**src/sv/sfcq_pkg.sv**
```systemverilog
// ----------------------------------------------------------------------------
// sfcq_pkg
// Types, codes and helpers of the SPI flash command queue sequencer.
// ----------------------------------------------------------------------------
package sfcq_pkg;

  // Default parameter values
  localparam int unsigned QUEUE_DEPTH_DEF      = 64;
  localparam int unsigned ERASE_BLOCK_SIZE_DEF = 65536;
  localparam int unsigned ADDRESS_BITS_DEF     = 24;

  // Fixed field widths
  localparam int unsigned CMD_W   = 3;
  localparam int unsigned ADDR_W  = 24;
  localparam int unsigned TAG_W   = 8;
  localparam int unsigned OP_W    = 8;
  localparam int unsigned LEN_W   = 13;
  localparam int unsigned ACT_W   = 2;
  localparam int unsigned KIND_W  = 2;
  localparam int unsigned PHASE_W = 3;
  localparam int unsigned CFG_IDX_W = 3;
  localparam int unsigned CFG_VAL_W = 13;

  // Commands
  localparam logic [CMD_W-1:0] CMD_PROGRAM = 3'd0;
  localparam logic [CMD_W-1:0] CMD_READ    = 3'd1;
  localparam logic [CMD_W-1:0] CMD_ERASE   = 3'd2;
  localparam logic [CMD_W-1:0] CMD_DONE    = 3'd3;
  localparam logic [CMD_W-1:0] CMD_TIMER   = 3'd4;

  // Actions
  localparam logic [ACT_W-1:0] ACT_NONE  = 2'd0;
  localparam logic [ACT_W-1:0] ACT_XFER  = 2'd1;
  localparam logic [ACT_W-1:0] ACT_TIMER = 2'd2;

  // Request kinds
  localparam logic [KIND_W-1:0] KIND_PROGRAM = 2'd0;
  localparam logic [KIND_W-1:0] KIND_READ    = 2'd1;
  localparam logic [KIND_W-1:0] KIND_ERASE   = 2'd2;

  // Transfer phases
  localparam logic [PHASE_W-1:0] PH_IDLE    = 3'd0;
  localparam logic [PHASE_W-1:0] PH_ENABLE  = 3'd1;
  localparam logic [PHASE_W-1:0] PH_PROGRAM = 3'd2;
  localparam logic [PHASE_W-1:0] PH_READ    = 3'd3;
  localparam logic [PHASE_W-1:0] PH_ERASE   = 3'd4;
  localparam logic [PHASE_W-1:0] PH_STATUS  = 3'd5;
  localparam logic [PHASE_W-1:0] PH_WAIT    = 3'd6;

  // Register indexes
  localparam logic [CFG_IDX_W-1:0] REG_OP_WREN   = 3'd0;
  localparam logic [CFG_IDX_W-1:0] REG_OP_PROG   = 3'd1;
  localparam logic [CFG_IDX_W-1:0] REG_OP_READ   = 3'd2;
  localparam logic [CFG_IDX_W-1:0] REG_OP_ERASE  = 3'd3;
  localparam logic [CFG_IDX_W-1:0] REG_OP_STATUS = 3'd4;
  localparam logic [CFG_IDX_W-1:0] REG_PAGE_SIZE = 3'd5;

  // Register reset values
  localparam logic [OP_W-1:0]  RST_OP_WREN   = 8'd6;
  localparam logic [OP_W-1:0]  RST_OP_PROG   = 8'd2;
  localparam logic [OP_W-1:0]  RST_OP_READ   = 8'd3;
  localparam logic [OP_W-1:0]  RST_OP_ERASE  = 8'd216;
  localparam logic [OP_W-1:0]  RST_OP_STATUS = 8'd5;
  localparam logic [LEN_W-1:0] RST_PAGE_SIZE = 13'd256;

  // Transfer lengths and address handling
  localparam logic [LEN_W-1:0]  LEN_ENABLE   = 13'd1;
  localparam logic [LEN_W-1:0]  LEN_STATUS   = 13'd2;
  localparam logic [LEN_W-1:0]  LEN_ERASE    = 13'd4;
  localparam logic [LEN_W-1:0]  LEN_OVERHEAD = 13'd4;
  localparam logic [LEN_W-1:0]  PAGE_MAX     = 13'd4096;
  localparam logic [ADDR_W-1:0] ERASE_ADDR_MASK = 24'hFF0000;
  localparam int unsigned       STATUS_BUSY_BIT = 0;

  typedef struct packed {
    logic [CMD_W-1:0]  command;
    logic [ADDR_W-1:0] flash_address;
    logic [ADDR_W-1:0] end_address;
    logic [TAG_W-1:0]  buffer_tag;
    logic [7:0]        status_byte;
  } req_t;

  typedef struct packed {
    logic [ACT_W-1:0]  action;
    logic [OP_W-1:0]   spi_opcode;
    logic [ADDR_W-1:0] spi_address;
    logic [LEN_W-1:0]  transfer_length;
    logic              uses_buffer;
    logic [TAG_W-1:0]  out_buffer_tag;
    logic              busy_res;
    logic              queue_overflow;
  } rsp_t;

  typedef struct packed {
    logic [CFG_IDX_W-1:0] index;
    logic [CFG_VAL_W-1:0] value;
  } cfg_t;

  // Page size clamped to 1..4096, plus opcode and address bytes
  function automatic logic [LEN_W-1:0] page_len(input logic [LEN_W-1:0] psize);
    logic [LEN_W-1:0] p;
    p = psize;
    if (p == '0) p = 13'd1;
    if (p > PAGE_MAX) p = PAGE_MAX;
    return p + LEN_OVERHEAD;
  endfunction

  // Result of a transfer start; status fields are filled at the output stage
  function automatic rsp_t make_xfer(input logic [OP_W-1:0] op,
                                     input logic [ADDR_W-1:0] addr,
                                     input logic [LEN_W-1:0] len,
                                     input logic buf_use,
                                     input logic [TAG_W-1:0] tag);
    rsp_t r;
    r = '0;
    r.action          = ACT_XFER;
    r.spi_opcode      = op;
    r.spi_address     = addr;
    r.transfer_length = len;
    r.uses_buffer     = buf_use;
    r.out_buffer_tag  = buf_use ? tag : '0;
    return r;
  endfunction

endpackage

```
**src/sv/sfcq_stream_if.sv**
```systemverilog
// ----------------------------------------------------------------------------
// sfcq_stream_if
// Valid/ready channel carrying one payload of type T per transfer.
// ----------------------------------------------------------------------------
interface sfcq_stream_if #(
  parameter type T = logic
) (
  input logic clk_i,
  input logic rst_ni
);
  logic valid;
  logic ready;
  T     data;

  modport source (output valid, output data, input ready);
  modport sink (input valid, input data, output ready);
  modport monitor (input valid, input data, input ready);
endinterface

```
**src/sv/spi_flash_command_queue_sequencer_core.sv**
```systemverilog
// ----------------------------------------------------------------------------
// spi_flash_command_queue_sequencer_core
// Request ring plus phase sequencer that drives SPI NOR flash transfers.
// ----------------------------------------------------------------------------
// Flow: a request is taken in S_IDLE and decoded in S_CMD; an enqueue then fills
//   ring slots in S_ENQ, and a start reads the ring through S_RD and S_EXEC.
// Throughput: one item at a time; the next item is taken only after the result
//   is loaded into the output register, which waits while the output stalls.
// Reset: pointers, busy flag, phase and config registers reset; ring and payload registers do not.
module spi_flash_command_queue_sequencer_core #(
  parameter int unsigned QUEUE_DEPTH      = sfcq_pkg::QUEUE_DEPTH_DEF,
  parameter int unsigned ERASE_BLOCK_SIZE = sfcq_pkg::ERASE_BLOCK_SIZE_DEF,
  parameter int unsigned ADDRESS_BITS     = sfcq_pkg::ADDRESS_BITS_DEF
) (
  input  logic        clk_i,
  input  logic        rst_ni,
  sfcq_stream_if.sink   req_i,
  sfcq_stream_if.source rsp_o,
  sfcq_stream_if.sink   cfg_i
);
  import sfcq_pkg::*;

  localparam int unsigned PTR_W = $clog2(QUEUE_DEPTH);
  localparam int unsigned EAW   = (ADDRESS_BITS < ADDR_W) ? ADDRESS_BITS : ADDR_W;
  localparam int unsigned AW1   = ADDR_W + 1;

  localparam logic [2:0] S_IDLE = 3'd0;
  localparam logic [2:0] S_CMD  = 3'd1;
  localparam logic [2:0] S_ENQ  = 3'd2;
  localparam logic [2:0] S_RD   = 3'd3;
  localparam logic [2:0] S_EXEC = 3'd4;
  localparam logic [2:0] S_OUT  = 3'd5;

  localparam logic MODE_START  = 1'b0;
  localparam logic MODE_ENABLE = 1'b1;

  typedef struct packed {
    logic [KIND_W-1:0] kind;
    logic [TAG_W-1:0]  tag;
    logic [EAW-1:0]    addr;
  } entry_t;

  entry_t mem_q [QUEUE_DEPTH];
  entry_t rd_q;

  logic [2:0]         state_q, state_d;
  logic               mode_q, mode_d;
  req_t               item_q;
  logic [PTR_W-1:0]   head_q, head_d, tail_q, tail_d;
  logic               busy_q, busy_d;
  logic [PHASE_W-1:0] phase_q, phase_d;
  logic               ovf_q, ovf_d;
  rsp_t               res_q, res_d;
  logic [AW1-1:0]     a_q, a_d, end_q, end_d;
  logic [KIND_W-1:0]  kind_q, kind_d;
  logic [TAG_W-1:0]   tag_q, tag_d;
  logic               out_valid_q;
  rsp_t               out_q;

  logic [OP_W-1:0]    op_wren_q, op_prog_q, op_read_q, op_erase_q, op_status_q;
  logic [LEN_W-1:0]   page_size_q;

  logic [PTR_W-1:0]   head_nx, tail_nx;
  logic               wr_en;
  entry_t             wr_entry;
  logic               out_free;

  assign head_nx = (head_q == PTR_W'(QUEUE_DEPTH - 1)) ? '0 : head_q + 1'b1;
  assign tail_nx = (tail_q == PTR_W'(QUEUE_DEPTH - 1)) ? '0 : tail_q + 1'b1;
  assign out_free = !out_valid_q || rsp_o.ready;

  assign req_i.ready = (state_q == S_IDLE);
  assign cfg_i.ready = 1'b1;
  assign rsp_o.valid = out_valid_q;
  assign rsp_o.data  = out_q;

  assign wr_entry.kind = kind_q;
  assign wr_entry.tag  = tag_q;
  assign wr_entry.addr = a_q[EAW-1:0];

  // Configuration registers
  always_ff @(posedge clk_i or negedge rst_ni) begin
    if (!rst_ni) begin
      op_wren_q   <= RST_OP_WREN;
      op_prog_q   <= RST_OP_PROG;
      op_read_q   <= RST_OP_READ;
      op_erase_q  <= RST_OP_ERASE;
      op_status_q <= RST_OP_STATUS;
      page_size_q <= RST_PAGE_SIZE;
    end else if (cfg_i.valid) begin
      case (cfg_i.data.index)
        REG_OP_WREN:   op_wren_q   <= cfg_i.data.value[OP_W-1:0];
        REG_OP_PROG:   op_prog_q   <= cfg_i.data.value[OP_W-1:0];
        REG_OP_READ:   op_read_q   <= cfg_i.data.value[OP_W-1:0];
        REG_OP_ERASE:  op_erase_q  <= cfg_i.data.value[OP_W-1:0];
        REG_OP_STATUS: op_status_q <= cfg_i.data.value[OP_W-1:0];
        REG_PAGE_SIZE: page_size_q <= cfg_i.data.value[LEN_W-1:0];
        default: ;
      endcase
    end
  end

  // Request ring: one write port, one registered read port
  always_ff @(posedge clk_i) begin
    if (wr_en) mem_q[head_q] <= wr_entry;
    if (state_q == S_RD) rd_q <= mem_q[tail_q];
  end

  always_comb begin
    state_d = state_q;
    mode_d  = mode_q;
    head_d  = head_q;
    tail_d  = tail_q;
    busy_d  = busy_q;
    phase_d = phase_q;
    ovf_d   = ovf_q;
    res_d   = res_q;
    a_d     = a_q;
    end_d   = end_q;
    kind_d  = kind_q;
    tag_d   = tag_q;
    wr_en   = 1'b0;

    case (state_q)
      S_IDLE: begin
        if (req_i.valid) state_d = S_CMD;
      end

      S_CMD: begin
        res_d   = '0;
        ovf_d   = 1'b0;
        mode_d  = MODE_START;
        state_d = S_OUT;
        a_d     = {1'b0, item_q.flash_address};
        end_d   = {1'b0, item_q.flash_address};
        kind_d  = item_q.command[KIND_W-1:0];
        tag_d   = item_q.buffer_tag;
        case (item_q.command)
          CMD_PROGRAM, CMD_READ: state_d = S_ENQ;
          CMD_ERASE: begin
            end_d   = {1'b0, item_q.end_address};
            kind_d  = KIND_ERASE;
            tag_d   = '0;
            state_d = S_ENQ;
          end
          CMD_DONE: begin
            case (phase_q)
              PH_ENABLE: begin
                mode_d  = MODE_ENABLE;
                state_d = S_RD;
              end
              PH_PROGRAM, PH_READ: begin
                tail_d  = tail_nx;
                state_d = S_RD;
              end
              PH_ERASE: begin
                res_d   = make_xfer(op_status_q, '0, LEN_STATUS, 1'b0, '0);
                phase_d = PH_STATUS;
              end
              PH_STATUS: begin
                if (item_q.status_byte[STATUS_BUSY_BIT]) begin
                  res_d.action = ACT_TIMER;
                  phase_d      = PH_WAIT;
                end else begin
                  tail_d  = tail_nx;
                  state_d = S_RD;
                end
              end
              default: ;
            endcase
          end
          CMD_TIMER: begin
            if (phase_q == PH_WAIT) begin
              res_d   = make_xfer(op_status_q, '0, LEN_STATUS, 1'b0, '0);
              phase_d = PH_STATUS;
            end
          end
          default: ;
        endcase
      end

      // One ring slot per cycle; a plain request runs the loop once
      S_ENQ: begin
        if (a_q > end_q) begin
          state_d = busy_q ? S_OUT : S_RD;
        end else if (head_nx == tail_q) begin
          ovf_d   = 1'b1;
          state_d = busy_q ? S_OUT : S_RD;
        end else begin
          wr_en  = 1'b1;
          head_d = head_nx;
          a_d    = a_q + AW1'(ERASE_BLOCK_SIZE);
        end
      end

      S_RD: begin
        state_d = S_EXEC;
      end

      S_EXEC: begin
        state_d = S_OUT;
        if (mode_q == MODE_ENABLE) begin
          if (rd_q.kind == KIND_PROGRAM) begin
            res_d   = make_xfer(op_prog_q, ADDR_W'(rd_q.addr), page_len(page_size_q),
                                1'b1, rd_q.tag);
            phase_d = PH_PROGRAM;
          end else if (rd_q.kind == KIND_ERASE) begin
            res_d   = make_xfer(op_erase_q, ADDR_W'(rd_q.addr) & ERASE_ADDR_MASK,
                                LEN_ERASE, 1'b0, '0);
            phase_d = PH_ERASE;
          end else begin
            // write enable done for a read: retire and start the next one
            tail_d  = tail_nx;
            mode_d  = MODE_START;
            state_d = S_RD;
          end
        end else if (head_q == tail_q) begin
          res_d   = '0;
          busy_d  = 1'b0;
          phase_d = PH_IDLE;
        end else begin
          busy_d = 1'b1;
          if (rd_q.kind == KIND_READ) begin
            res_d   = make_xfer(op_read_q, ADDR_W'(rd_q.addr), page_len(page_size_q),
                                1'b1, rd_q.tag);
            phase_d = PH_READ;
          end else begin
            res_d   = make_xfer(op_wren_q, '0, LEN_ENABLE, 1'b0, '0);
            phase_d = PH_ENABLE;
          end
        end
      end

      S_OUT: begin
        if (out_free) state_d = S_IDLE;
      end

      default: state_d = S_IDLE;
    endcase
  end

  always_ff @(posedge clk_i or negedge rst_ni) begin
    if (!rst_ni) begin
      state_q     <= S_IDLE;
      mode_q      <= MODE_START;
      head_q      <= '0;
      tail_q      <= '0;
      busy_q      <= 1'b0;
      phase_q     <= PH_IDLE;
      ovf_q       <= 1'b0;
      out_valid_q <= 1'b0;
    end else begin
      state_q <= state_d;
      mode_q  <= mode_d;
      head_q  <= head_d;
      tail_q  <= tail_d;
      busy_q  <= busy_d;
      phase_q <= phase_d;
      ovf_q   <= ovf_d;
      if (state_q == S_OUT && out_free) begin
        out_valid_q <= 1'b1;
      end else if (rsp_o.ready) begin
        out_valid_q <= 1'b0;
      end
    end
  end

  // Payload registers
  always_ff @(posedge clk_i) begin
    if (req_i.valid && state_q == S_IDLE) item_q <= req_i.data;
    res_q  <= res_d;
    a_q    <= a_d;
    end_q  <= end_d;
    kind_q <= kind_d;
    tag_q  <= tag_d;
    if (state_q == S_OUT && out_free) begin
      out_q                <= res_q;
      out_q.busy_res       <= busy_q;
      out_q.queue_overflow <= ovf_q;
    end
  end

endmodule

```
**src/flat_wrapper.sv**
```systemverilog
// flat-port wrapper written by rule: the top's interface ports become plain ports
module spi_flash_command_queue_sequencer_core_flat import sfcq_pkg::*;
#(
  parameter int unsigned QUEUE_DEPTH      = sfcq_pkg::QUEUE_DEPTH_DEF,
  parameter int unsigned ERASE_BLOCK_SIZE = sfcq_pkg::ERASE_BLOCK_SIZE_DEF,
  parameter int unsigned ADDRESS_BITS     = sfcq_pkg::ADDRESS_BITS_DEF
)
  (clk_i, rst_ni, req_i_valid, req_i_data, req_i_ready, rsp_o_valid, rsp_o_data, rsp_o_ready, cfg_i_valid, cfg_i_data, cfg_i_ready);
  sfcq_stream_if #(.T(req_t)) req_i_i (.clk_i(clk_i), .rst_ni(rst_ni));
  sfcq_stream_if #(.T(rsp_t)) rsp_o_i (.clk_i(clk_i), .rst_ni(rst_ni));
  sfcq_stream_if #(.T(cfg_t)) cfg_i_i (.clk_i(clk_i), .rst_ni(rst_ni));
  input  logic clk_i;
  input  logic rst_ni;
  input wire logic [$bits(req_i_i.valid)-1:0] req_i_valid;
  input wire logic [$bits(req_i_i.data)-1:0] req_i_data;
  output wire logic [$bits(req_i_i.ready)-1:0] req_i_ready;
  output wire logic [$bits(rsp_o_i.valid)-1:0] rsp_o_valid;
  output wire logic [$bits(rsp_o_i.data)-1:0] rsp_o_data;
  input wire logic [$bits(rsp_o_i.ready)-1:0] rsp_o_ready;
  input wire logic [$bits(cfg_i_i.valid)-1:0] cfg_i_valid;
  input wire logic [$bits(cfg_i_i.data)-1:0] cfg_i_data;
  output wire logic [$bits(cfg_i_i.ready)-1:0] cfg_i_ready;
  assign req_i_i.valid = req_i_valid;
  assign req_i_i.data = req_i_data;
  assign req_i_ready = req_i_i.ready;
  assign rsp_o_valid = rsp_o_i.valid;
  assign rsp_o_data = rsp_o_i.data;
  assign rsp_o_i.ready = rsp_o_ready;
  assign cfg_i_i.valid = cfg_i_valid;
  assign cfg_i_i.data = cfg_i_data;
  assign cfg_i_ready = cfg_i_i.ready;
  spi_flash_command_queue_sequencer_core #(.QUEUE_DEPTH(QUEUE_DEPTH), .ERASE_BLOCK_SIZE(ERASE_BLOCK_SIZE), .ADDRESS_BITS(ADDRESS_BITS)) u_core (.clk_i(clk_i), .rst_ni(rst_ni), .req_i(req_i_i), .rsp_o(rsp_o_i), .cfg_i(cfg_i_i));
endmodule
```
**config.mk**
```make
export PLATFORM = sky130hd
export DESIGN_NAME = spi_flash_command_queue_sequencer_core_flat
export DESIGN_NICKNAME = d
export VERILOG_FILES = /design/src/sv/sfcq_pkg.sv /design/src/sv/sfcq_stream_if.sv /design/src/sv/spi_flash_command_queue_sequencer_core.sv /design/src/flat_wrapper.sv
export SDC_FILE = /design/constraint.sdc
export NUM_CORES = 2
export LEC_CHECK = 0
export BUFFER_PORTS_ARGS = -buffer_cell sky130_fd_sc_hd__buf_2
export CAP_MARGIN = 30
export CELL_PAD_IN_SITES_DETAIL_PLACEMENT = 1
export CELL_PAD_IN_SITES_GLOBAL_PLACEMENT = 2
export CORE_MARGIN = 2
export CORE_UTILIZATION = 46
export DETAILED_ROUTE_END_ITERATION = 10
export PLACE_DENSITY_LB_ADDON = 0.08
export SYNTH_ARGS = -nofsm -noshare
export SYNTH_HDL_FRONTEND = slang
export SYNTH_SLANG_ARGS = --single-unit
```
**constraint.sdc**
```tcl
create_clock -name clk_i -period 6.72 [get_ports clk_i]
set_input_delay 0.672 -clock clk_i [delete_from_list [all_inputs] [get_ports clk_i]]
set_output_delay 0.672 -clock clk_i [all_outputs]
set_load 0.02 [all_outputs]
```
# [After elaboration in Yosys (flattened, before gate mapping)]
# Memories as Yosys holds them, arrays and structs flattened. A register that Yosys moved wholly into a read port is not among the register bits.
# Index checks and enable logic that the tools add are counted.
[classes] addsub=5 n_mul=0 div_mod_pow=0 n_lt_le_gt_ge=3 eq_ne=43 n_shift=0 mux=80 bitwise_logic=3 n_reduce_logical=29
[op_table] operator="58-bit two-way mux" count=4
[op_table] operator="58-bit case mux with 2 select lines" count=2
[op_table] operator="13-bit two-way mux" count=17
[op_table] operator="56-bit two-way mux" count=2
[op_table] operator="57-bit two-way mux" count=1
[op_table] operator="25-bit two-way mux" count=2
[op_table] operator="25-bit case mux with 2 select lines" count=1
[op_table] operator="3-bit two-way mux" count=15
[op_table] operator="6-bit two-way mux" count=7
[op_table] operator="3-bit case mux with 2 select lines" count=5
[op_table] operator="13-bit by 3-bit adder with 13-bit output, second input constant" count=2
[op_table] operator="13-bit > comparator, second input constant" count=2
[op_table] operator="25-bit by 17-bit adder with 25-bit output, second input constant" count=1
[op_table] operator="25-bit > comparator" count=1
[op_table] operator="3-bit by 2-bit equality test with 1-bit output, second input constant" count=8
[op_table] operator="3-bit equality test, second input constant" count=8
[op_table] operator="24-bit two-way mux" count=1
[op_table] operator="6-bit case mux with 2 select lines" count=2
[op_table] operator="3-bit case mux with 6 select lines" count=1
[op_table] operator="2-bit AND reduction" count=8
[op_table] operator="1-bit two-way mux" count=15
[op_table] operator="13-bit logical NOT" count=1
[op_table] operator="6-bit by 1-bit adder with 6-bit output, second input constant" count=2
[op_table] operator="3-bit by 1-bit equality test with 1-bit output, second input constant" count=4
[op_table] operator="other kinds (26)" count=51
[totals] reg_bits=309 latch_bits=0 mem_bits_rw=2176 mem_bits_ro=0 input_bits=88 out_inout_bits=61 memories=1
[mem_list] memory="u_core.mem_q" words=64 word_bits=34 read_ports=1 rd_ports_with_merged_regs=1 write_ports=1 line_no="spi_flash_command_queue_sequencer_core.sv:43" rtl="entry_t mem_q [QUEUE_DEPTH];"

# [Depth between registers and ports, before layout]
[depth] ltp_word=17 ltp_mapped=10 depth_no_buf=8

# [Worst setup path after synthesis]
# No wires, ideal clock.
[synth_timing] path_type="register to register" startpoint="reg u_core.a_q[20]" endpoint="mem u_core.mem_q[55][0] (netlist name), enable pin" setup_time_ns=0.510 t_arrival_ns=6.122 t_required_ns=6.210 path_slack_ns=0.087 stages_incl_launch_ff=10 path_buffers=2 period_less_slack_ns=6.633 path_cell_list="edfxtp_1 ha_1 a21o_1 a221oi_1 o211ai_1 nand3b_1 a21o_1 buf_4 buf_4 nor4_1"
[synth_between] elab_chain_cells=5
[synth_lines] item="from (decl)" line_no="spi_flash_command_queue_sequencer_core.sv:54" rtl="logic [AW1-1:0] a_q, a_d, end_q, end_d;"
[synth_lines] item="from (signal assigned)" line_no="spi_flash_command_queue_sequencer_core.sv:272" rtl="a_q <= a_d;"
[synth_lines] item="25-bit > comparator" line_no="spi_flash_command_queue_sequencer_core.sv:184" rtl="if (a_q > end_q) begin"
[synth_lines] item="1-bit two-way mux" line_no="spi_flash_command_queue_sequencer_core.sv:184"
[synth_lines] item="1-bit two-way mux" line_no="spi_flash_command_queue_sequencer_core.sv:124" rtl="case (state_q)"
[synth_lines] item="1-bit two-way mux" line_no="spi_flash_command_queue_sequencer_core.sv:105" rtl="if (wr_en) mem_q[head_q] <= wr_entry;"
[synth_lines] item="1-bit two-way mux (implied by the code)" line_no="spi_flash_command_queue_sequencer_core.sv:105"
[synth_lines] item="to (decl)" line_no="spi_flash_command_queue_sequencer_core.sv:43"
# No other way between the ends.

# [Worst setup path in the final report]
[layout_timing] startpoint="reg u_core.a_q[14]" endpoint="mem u_core.mem_q[35][28] (netlist name), enable pin"
# Same word-level chain as after synthesis.

==> results.ini <==
[yosys]
ys.flop_type=edfxtp_1
synth-seq-cells=2518
yosys_warnings=0
seq_area_frac_synth_pct=78.14
ys_types=65
synth_cells=4033
synthArstFlopShare_pct=2.979
syn_nets=4149
synth_area_um2=96300
syn_avg_cell_area_um2=23.88
synth_edf_count=2443

[grt]
grt_overflow_total=0
grt.total_usage_pct=23.82
grt_pass1_wl_um=353900
grt_pass1_vias=47001
grt_start_max_net_pins=137
antenna_found_initial=15

[power]
p_sw_share_pct=29.55
power_frac_comb_pct=27.1
p_int_mw=33.05
power_mw=46.91
sequentialPowerShare_pct=42.8
p_clk_share_pct=30.1
switching_power_mw=13.86
powerDensity_nw_per_um2=425.0
cellLeakagePower_nw=34.78
ir_drop_uv=426.2

[timing]
max_freq_ghz=0.2143
fin_hold_ws_ps=150.9
drv_slew=0
period_share_pct=69.45
worstMarginPinSlew_ps=1113
setup_violations=0
fin_crit_ps=4667
fin_ws_ps=2053
tns_ps=0
hold_viol=0
rsz0062_at_grt=false
relSlewSlack_pct=25.79
skew_ps=51.10

[cts]
cts_made_buffers=284
cts_buffer_depth=4
cts.sinks=2518
h-tree-depth=5
post_cts_buffers=0
cts_tree=yes
clkLatencyLatePin_ps=930
cts_root_buf=clkbuf_16
path_clk_slew_ps=60

[critical_path]
crit_family=buffers and inverters
rrSetupSlack_ps=2050
ff2ff_path_depth=10
slowest_stage=buf_4
crit_type=reg -> reg
cp-start-kind=flip-flop
slowest_delay_ps=690
worstPathCellList=buf_4 -> ha_1 -> a211oi_1 -> o221ai_1 -> a211oi_1 -> nand3b_1 -> a21o_4 -> buf_12 -> nor3_2 -> buf_4
required_ps=7230
path_buf_inv=3
path_max_fanout=65
cp.depth=10
rr_startpoint=u_core.a_q[14]$_DFFE_PP_
r2r-end=u_core.mem_q[35][28]$_DFFE_PP_
critPathCaptureType=flip-flop
critPathArrivalTime_ps=5180

[detailed_routing]
avgRoutedWirePerCell_um=33.67
viasPerCell=5.954
via_count=44368
drtPass1Iterations=5
antenna_left=0
totalWireLength_um=250900
drc_errors=0
first_iter_violations=4729

[cells_and_area]
final.fill_count=17638
area_delta_synth_final_pct=14.60
layout_commonest_cell=edfxtp_1
final_util_pct=53.14
fin_cells=7452
drive_gt1_share_pct=32.97
final_area_um2=110400
fin_nets=4597
mostFrequentLayoutCells=edfxtp_1 (2443), mux4_2 (714), clkbuf_16 (291)

[floorplan]
die_h_um=461.6
core-area_um2=207700
die_x_um=461.6
die-area_um2=213000
rows=167
start_util_pct=46.37
ios=149

[worst_hold_path]
min_path_cells=2
hold_path_class=in -> reg
hp-start=cfg_i_data[0]
hold-path-endpoint=u_core.op_read_q[0]$_DFFE_PN1P_

[outcome]
outcome=finished clean

[place]
globalplace.congestion=0.7677
place_hpwl_um=138600
dp.cells=6914
portBuffers=140
place_ws_ps=2125
dpl_cell_area_um2=101400

[job]
maxCapViolations=0

worst register-to-register path: cells and delay by family (launching register included):
kind            cells  cell delay [ps]
compound gates      4             1320
fa+ha+maj           1              400
buf+inv             3             1520
flops               1              320
simple gates        2              630
area by class of cell:
| class | count | area (um^2) | area share [%] |
|---|---|---|---|
| clock buffer | 372 | 7596 | 6.883 |
| timing repair buffer | 372 | 2855 | 2.587 |
| multi-input combinational | 1268 | 20370 | 18.46 |
| tap | 2788 | 3488 | 3.161 |
| inverter | 37 | 140.1 | 0.1270 |
| antenna | 5 | 12.51 | 0.01134 |
| sequential | 2518 | 75270 | 68.20 |
| clock inverter | 92 | 634.4 | 0.5748 |
routing by layer:
layer	track usage [%]	vias to the layer above	part of all wire (%)
met5	0	-	0
met4	5.475	0	1.8
met3	3.863	289	6.2
met2	39.08	1422	50
met1	33.87	24532	42
li1	-	18125	-
cells in the mapped netlist (2+ instances only):
| cell | n | area share, % |
|---|---|---|
| nand2b_1 | 5 | 0.032 |
| nor2_1 | 45 | 0.18 |
| o21ai_0 | 22 | 0.11 |
| mux4_2 | 714 | 17 |
| nand3b_1 | 6 | 0.047 |
| and2_1 | 36 | 0.23 |
| buf_4 | 12 | 0.094 |
| nor3b_1 | 5 | 0.039 |
| xor2_1 | 13 | 0.12 |
| nand4b_1 | 2 | 0.018 |
| inv_1 | 35 | 0.14 |
| or2_2 | 6 | 0.039 |
| a211oi_1 | 9 | 0.070 |
| buf_2 | 58 | 0.30 |
| dfstp_2 | 12 | 0.33 |
| nor4_1 | 20 | 0.13 |
| nor3_1 | 59 | 0.31 |
| xnor2_1 | 13 | 0.12 |
| o21a_1 | 2 | 0.016 |
| a21o_1 | 6 | 0.047 |
| or3_1 | 3 | 0.019 |
| a21oi_1 | 31 | 0.16 |
| buf_1 | 30 | 0.12 |
| and3_1 | 7 | 0.045 |
| a22o_1 | 9 | 0.082 |
| nand2_1 | 37 | 0.14 |
| nand4_1 | 8 | 0.052 |
| mux2_2 | 82 | 0.96 |
| inv_2 | 2 | 0.0078 |
| clkbuf_1 | 108 | 0.42 |
| buf_6 | 2 | 0.023 |
| o22a_1 | 2 | 0.018 |
| o211ai_1 | 3 | 0.023 |
| edfxtp_1 | 2443 | 76 |
| dfrtp_1 | 63 | 1.6 |
| o31ai_1 | 3 | 0.023 |
| ha_1 | 28 | 0.36 |
| nor2b_1 | 34 | 0.22 |
| nand3_1 | 20 | 0.10 |
| a31oi_1 | 4 | 0.026 |
| a221oi_1 | 10 | 0.091 |
cell families (layout without fill, tap and decap cells):
| group | after synthesis | count (layout) | share of synthesized area [%] |
|---|---|---|---|
| flip-flops | 2518 | 2518 | 78.14 |
| multiplexers | 798 | 798 | 17.68 |
| AND/OR/NAND/NOR | 300 | 300 | 1.676 |
| buffers and inverters | 247 | 873 | 1.100 |
| AO/OA/AOI/OAI | 115 | 115 | 0.8016 |
| adder cells (fa/ha/maj) | 28 | 28 | 0.3638 |
| XOR/XNOR | 26 | 26 | 0.2365 |
| other | 1 | 6 | 0.003894 |
flip-flops by register name, indices dropped and copies added (netlist names), 13 cells and up:
register and cells:
u_core.mem_q 2176, u_core.item_q 60, u_core.rsp_o.data 58, u_core.res_q 56, u_core.rd_q 34, u_core.a_q 25, u_core.end_q 24, u_core.page_size_q 13
how the worst max path moves through the flow:
stage | start | to | slack (ps)
floorplan | u_core.a_q[20]$_DFFE_PP_ | u_core.mem_q[55][0]$_DFFE_PP_ | 90
global placement | u_core.a_q[14]$_DFFE_PP_ | u_core.mem_q[26][26]$_DFFE_PP_ | 2020
detailed placement | u_core.a_q[14]$_DFFE_PP_ | u_core.mem_q[40][27]$_DFFE_PP_ | 2130
CTS | u_core.a_q[14]$_DFFE_PP_ | u_core.mem_q[40][24]$_DFFE_PP_ | 2110
global route | u_core.a_q[14]$_DFFE_PP_ | u_core.mem_q[46][24]$_DFFE_PP_ | 1870
finish | u_core.a_q[14]$_DFFE_PP_ | u_core.mem_q[35][28]$_DFFE_PP_ | 2050
power by group through the flow:
stage	sequential (mW)	clock (mW)	combinational, mW
finish	20.1	14.1	12.7
global route	20.2	15.0	13.5
CTS	20.1	14.4	12.9
detailed placement	20.4	0	12.8
global placement	20.4	0	12.6
floorplan	20.9	0	7.53
timing repair:
action,CTS,global route
resized for setup,0,0
endpoints found under the hold margin,89,0
hold buffers,66,0
Note: power is estimated with default switching activity, not from simulation.
